<file path="src/rtl/core/lmcf_pkg.sv">
// Shared types and constants for the letter multiset containment filter.
package lmcf_pkg;

	localparam int unsigned ALPHABET_SIZE     = 26;
	localparam int unsigned COUNT_MAX_DEFAULT = 15;
	localparam int unsigned IDX_W             = $clog2(ALPHABET_SIZE);
	localparam logic [7:0]  LETTER_FIRST      = 8'h61;
	localparam logic [7:0]  LETTER_LAST       = 8'h7A;
	localparam int unsigned S_TDATA_W         = 8;
	localparam int unsigned S_TUSER_W         = 2;
	localparam int unsigned M_TDATA_W         = 8;

	typedef enum logic [1:0] {
		CMD_PATTERN   = 2'd0,
		CMD_CANDIDATE = 2'd1,
		CMD_CLEAR     = 2'd2
	} cmd_t;

	// one character travelling down the cell chain
	typedef struct packed {
		logic             vld;
		cmd_t             cmd;
		logic             letter;
		logic [IDX_W-1:0] idx;
		logic             word_end;
		logic             ok;
	} item_t;

endpackage

</file>
<file path="src/rtl/core/lmcf_cell.sv">
// One letter cell: word count and requirement for a single letter.
module lmcf_cell #(
	parameter int unsigned COUNT_MAX  = lmcf_pkg::COUNT_MAX_DEFAULT,
	parameter int unsigned CELL_INDEX = 0
) (
	input  logic           clk,
	input  logic           arst_n,
	input  logic           adv,
	input  lmcf_pkg::item_t item_in,
	output lmcf_pkg::item_t item_out
);
	import lmcf_pkg::*;

	localparam int unsigned CW = $clog2(COUNT_MAX + 1);
	localparam logic [CW-1:0] CNT_MAX = CW'(COUNT_MAX);
	localparam logic [IDX_W-1:0] MY_IDX = IDX_W'(CELL_INDEX);

	logic [CW-1:0] cnt_q, req_q;
	logic [CW-1:0] cnt_inc, cnt_d, req_d;
	logic          hit, ok_d;
	item_t         item_s1;

	assign hit     = item_in.letter && (item_in.idx == MY_IDX);
	assign cnt_inc = (hit && (cnt_q < CNT_MAX)) ? cnt_q + CW'(1) : cnt_q;

	always_comb begin
		cnt_d = cnt_q;
		req_d = req_q;
		ok_d  = item_in.ok;
		if (item_in.vld) begin
			unique case (item_in.cmd)
				CMD_CLEAR: begin
					req_d = '0;
				end
				CMD_PATTERN: begin
					cnt_d = cnt_inc;
					if (item_in.word_end) begin
						cnt_d = '0;
						if (cnt_inc > req_q) req_d = cnt_inc;
					end
				end
				CMD_CANDIDATE: begin
					cnt_d = cnt_inc;
					if (item_in.word_end) begin
						cnt_d = '0;
						ok_d  = item_in.ok && (cnt_inc >= req_q);
					end
				end
				default: begin
				end
			endcase
		end
	end

	always_ff @(posedge clk or negedge arst_n) begin
		if (!arst_n) begin
			cnt_q   <= '0;
			req_q   <= '0;
			item_s1 <= '0;
		end else if (adv) begin
			cnt_q            <= cnt_d;
			req_q            <= req_d;
			item_s1.vld      <= item_in.vld;
			item_s1.cmd      <= item_in.cmd;
			item_s1.letter   <= item_in.letter;
			item_s1.idx      <= item_in.idx;
			item_s1.word_end <= item_in.word_end;
			item_s1.ok       <= ok_d;
		end
	end

	assign item_out = item_s1;

	a_cnt_bound: assert property (@(posedge clk) disable iff (!arst_n) cnt_q <= CNT_MAX)
		else $error("word count above bound");
	a_req_bound: assert property (@(posedge clk) disable iff (!arst_n) req_q <= CNT_MAX)
		else $error("requirement above bound");
	a_clear: assert property (@(posedge clk) disable iff (!arst_n)
		(adv && item_in.vld && item_in.cmd == CMD_CLEAR) |=> (req_q == '0))
		else $error("clear did not zero requirement");

endmodule

</file>
<file path="src/rtl/core/letter_multiset_containment_filter_top.sv">
// Letter multiset containment filter: chain of 26 letter cells and output register.
// Takes one character per cycle while the chain is not stalled. Each character walks
// a chain of 26 cells, one per letter, and the pass/fail flag builds up as it goes;
// a candidate word's flag passes the 26 cell registers and then the output register.
// The whole chain stalls only while a result sits at its end and the output register
// still holds an untaken result.
module letter_multiset_containment_filter_top #(
	parameter int unsigned COUNT_MAX = lmcf_pkg::COUNT_MAX_DEFAULT
) (
	input  logic                             clk,
	input  logic                             arst_n,
	input  logic                             s_axis_tvalid,
	output logic                             s_axis_tready,
	input  logic [lmcf_pkg::S_TDATA_W-1:0]   s_axis_tdata,  // [7:0] char_code
	input  logic [lmcf_pkg::S_TUSER_W-1:0]   s_axis_tuser,  // [1:0] cmd
	input  logic                             s_axis_tlast,  // word_end
	output logic                             m_axis_tvalid,
	input  logic                             m_axis_tready,
	output logic [lmcf_pkg::M_TDATA_W-1:0]   m_axis_tdata   // [0] accepted
);
	import lmcf_pkg::*;

	item_t      chain [0:ALPHABET_SIZE];
	logic [7:0] char_code;
	logic       adv, res_at_end;
	logic       out_valid_q, accepted_q;

	assign char_code = s_axis_tdata[7:0];

	always_comb begin
		chain[0].vld      = s_axis_tvalid;
		chain[0].cmd      = cmd_t'(s_axis_tuser[1:0]);
		chain[0].letter   = (char_code >= LETTER_FIRST) && (char_code <= LETTER_LAST);
		chain[0].idx      = IDX_W'(char_code - LETTER_FIRST);
		chain[0].word_end = s_axis_tlast;
		chain[0].ok       = 1'b1;
	end

	for (genvar g = 0; g < ALPHABET_SIZE; g++) begin : g_cell
		lmcf_cell #(
			.COUNT_MAX (COUNT_MAX),
			.CELL_INDEX(g)
		) u_cell (
			.clk     (clk),
			.arst_n  (arst_n),
			.adv     (adv),
			.item_in (chain[g]),
			.item_out(chain[g+1])
		);
	end

	assign res_at_end = chain[ALPHABET_SIZE].vld && chain[ALPHABET_SIZE].word_end
		&& (chain[ALPHABET_SIZE].cmd == CMD_CANDIDATE);
	assign adv = !res_at_end || !out_valid_q || m_axis_tready;
	assign s_axis_tready = adv;

	always_ff @(posedge clk or negedge arst_n) begin
		if (!arst_n) begin
			out_valid_q <= 1'b0;
		end else if (adv && res_at_end) begin
			out_valid_q <= 1'b1;
		end else if (m_axis_tready) begin
			out_valid_q <= 1'b0;
		end
	end

	always_ff @(posedge clk) begin
		if (adv && res_at_end) accepted_q <= chain[ALPHABET_SIZE].ok;
	end

	assign m_axis_tvalid = out_valid_q;
	assign m_axis_tdata  = {{(M_TDATA_W-1){1'b0}}, accepted_q};

	a_stall_cause: assert property (@(posedge clk) disable iff (!arst_n)
		!s_axis_tready |-> (m_axis_tvalid && res_at_end))
		else $error("input stalled without a pending result");
	a_result_src: assert property (@(posedge clk) disable iff (!arst_n)
		$rose(m_axis_tvalid) |-> $past(res_at_end))
		else $error("result without candidate word end");
	a_no_drop: assert property (@(posedge clk) disable iff (!arst_n)
		(out_valid_q && !m_axis_tready && res_at_end) |=> out_valid_q)
		else $error("pending result lost");

endmodule

</file>
<file path="config.mk">
export PLATFORM = sky130hd
export DESIGN_NAME = letter_multiset_containment_filter_top
export DESIGN_NICKNAME = d
export VERILOG_FILES = /design/src/rtl/core/lmcf_pkg.sv /design/src/rtl/core/lmcf_cell.sv /design/src/rtl/core/letter_multiset_containment_filter_top.sv
export SDC_FILE = /design/constraint.sdc
export NUM_CORES = 1
export LEC_CHECK = 0
export BUFFER_PORTS_ARGS = -buffer_cell sky130_fd_sc_hd__buf_2
export CAP_MARGIN = 20
export CORE_MARGIN = 2
export CORE_UTILIZATION = 50
export CTS_CLUSTER_DIAMETER = 100
export DETAILED_ROUTE_END_ITERATION = 7
export GPL_TIMING_DRIVEN = 0
export MAX_ROUTING_LAYER = met4
export PLACE_DENSITY = 0.69
export SKIP_LAST_GASP = 1
export SYNTH_ARGS = -nofsm -noshare
export SYNTH_HDL_FRONTEND = slang
export SYNTH_HIERARCHICAL = 1
export SYNTH_SLANG_ARGS = --single-unit
export TNS_END_PERCENT = 5
</file>
<file path="constraint.sdc">
create_clock -name clk -period 4.3 [get_ports clk]
set_input_delay 0.645 -clock clk [delete_from_list [all_inputs] [get_ports clk]]
set_output_delay 0.645 -clock clk [all_outputs]
set_load 0.03 [all_outputs]
</file>
==> impl_metrics.yaml <==
cts:
  h-tree-depth: 2
  cts_tree: "built"
  path_clk_slew_ns: 0.06
  cts.sinks: 490
  post-cts-setup-buffers: 0
  clock_path_buffers: 3
  post_cts_resized: 0
  numCtsBuffers: 52
  clock-root-buffer: "clkbuf_16"
  clkLatencyLatePin_ns: 0.59
  cts_hold_buf: 0
detailed_routing:
  via_per_inst: 5.73
  vias: 17800
  wirelength_um: 50700
  route.detailed.drc: 0
  drt-pass1-iter-count: 5
  first_iter_violations: 946
  wl_per_cell_um: 16.3
  drtAntennaViolNets: 0
flow_run:
  drv_cap: 0
logic_synthesis:
  yosys_warnings: 6
  synthCells: 2300
  syn_area_um2: 26200
  syn_avg_cell_area_um2: 11.4
cells_and_area:
  diodes: 0
  utilization_pct: 56.4
  final_nets: 2530
  drive_above_1_share_pct: 17.2
  area_growth_pct: 11.2
  final_common_cell: "dfrtp_1"
  layout_common_cells: "dfrtp_1, inv_1, mux2_2, ha_1, o21ai_0"
placed_design:
  dp_hpwl_um: 35800
  port_buffers: 17
  gp_congestion: 0.790
  dp_slack_ns: 0.685
global_routing:
  grt_max_degree: 121
  grt_antenna_before_repair: 0
  grt_use_total_pct: 19.8
  grt_pass1_vias: 18300
  grt_pass1_wl_um: 88100
  grt-ovfl-total: 0
worst_setup_path:
  path_class: "reg2reg"
  end_kind: "register"
  reg2reg_slack_ns: 1.17
  rr_startpoint: "g_cell[1].u_cell/item_out[5]$_DFFE_PN0P_"
  reg2regPathDepth: 9
  cp-start-kind: "register"
  arrival_ns: 3.56
  worst-path-max-fanout: 5
  r2r_end: "g_cell[2].u_cell/item_out[0]$_DFFE_PN0P_"
  crit_required_ns: 4.73
power_and_ir_drop:
  p_total_mw: 10.6
  vdd_ir_drop_max_uv: 260
  p_leak_nw: 13.0
  power_density_nw_per_um2: 365
floorplanning:
  initial_core_util_pct: 50.8
  die_y_um: 233
  die_area_um2: 54300
  num_rows: 83
  coreArea_um2: 51600
  ios: 25
  die_x_um: 233
timing:
  setup_viol: 0
  timing.final.ws_setup_ns: 1.17
  worst_pin_slew_ns: 0.921
  max_freq_mhz: 320
  maxSlewHeadroom_pct: 38.6
  post-route-period-util_pct: 72.7
  fin_skew_ns: 0.0137
  finalHoldViolCount: 0
  min_period_ns: 3.13
  rsz0062_at_grt: "no"
  maxSlewViolCount: 0
outcome:
  status: "complete, no violations"
hold_path:
  hp-class: "in2async"
routing by layer:
layer,share of wire (%),vias up,track usage (%)
met3,2.7,66,2.44
met5,0,-,-
li1,-,8598,-
met2,50,206,33.8
met4,1.6,0,4.92
met1,45,8917,25.1
metrics by stage:
stage / setup TNS (ns) / cell area (µm²) / hold WS (ns) / std cells
after floorplan: 0 / 26200 / 0.349 / 2306
after global placement: -4040.13 / 27200 / 0.436 / 3003
after detailed placement: 0 / 27300 / 0.458 / 3008
after CTS: 0 / 29100 / 0.0385 / 3102
after global routing: 0 / 29100 / 0.0757 / 3102
final: 0 / 29100 / 0.0112 / 3102
state kept, by name (all words and copies together) (netlist names):
register,count
accepted_q,1
g_cell.u_cell/cnt_q,104
g_cell.u_cell/item_out,280
g_cell.u_cell/req_q,104
m_axis_tvalid,1
how the worst max path moves through the flow:
stage / startpoint / to / slack (ns) / cells past startpoint
finish: g_cell[1].u_cell/item_out[5]$_DFFE_PN0P_ / g_cell[2].u_cell/item_out[0]$_DFFE_PN0P_ / 1.17 / 9
global route: g_cell[0].u_cell/item_out[5]$_DFFE_PN0P_ / g_cell[1].u_cell/req_q[2]$_DFFE_PN0P_ / 0.91 / 9
CTS: g_cell[18].u_cell/cnt_q[0]$_DFFE_PN0P_ / g_cell[18].u_cell/req_q[1]$_DFFE_PN0P_ / 1.17 / 10
detailed placement: s_axis_tdata[0] / g_cell[0].u_cell/req_q[1]$_DFFE_PN0P_ / 0.69 / 15
global placement: arst_n / g_cell[7].u_cell/req_q[3]$_DFFE_PN0P_ / -7.22 / 1
floorplan: m_axis_tready / g_cell[11].u_cell/req_q[1]$_DFFE_PN0P_ / 0.32 / 5
critical path, cell delays in order, from the launching register on:
cell      delay (ns)
dfrtp_1         0.39
or4b_4          0.59
a311oi_4        0.35
mux2i_1         0.30
inv_1           0.07
ha_1            0.29
nor2b_1         0.13
o211a_1         0.23
o311ai_0        0.45
o21ai_0         0.17
final cells by class:
cell class / instances / area (µm²)
multi-input combinational: 1492 / 12700
timing repair buffer: 22 / 233
clock buffer: 69 / 1460
fill: 4293 / 22500
sequential: 490 / 12300
inverter: 277 / 1040
buffer: 47 / 206
clock inverter: 25 / 357
tap: 680 / 851
power breakdown:
part           internal [mW]  total, mW  switching, mW  leakage (nW)
sequential              4.86       5.13          0.273          6.24
clock                   2.87       4.74           1.87         0.878
combinational          0.341      0.771          0.430          5.87
Power figures use the tool's default switching activity.
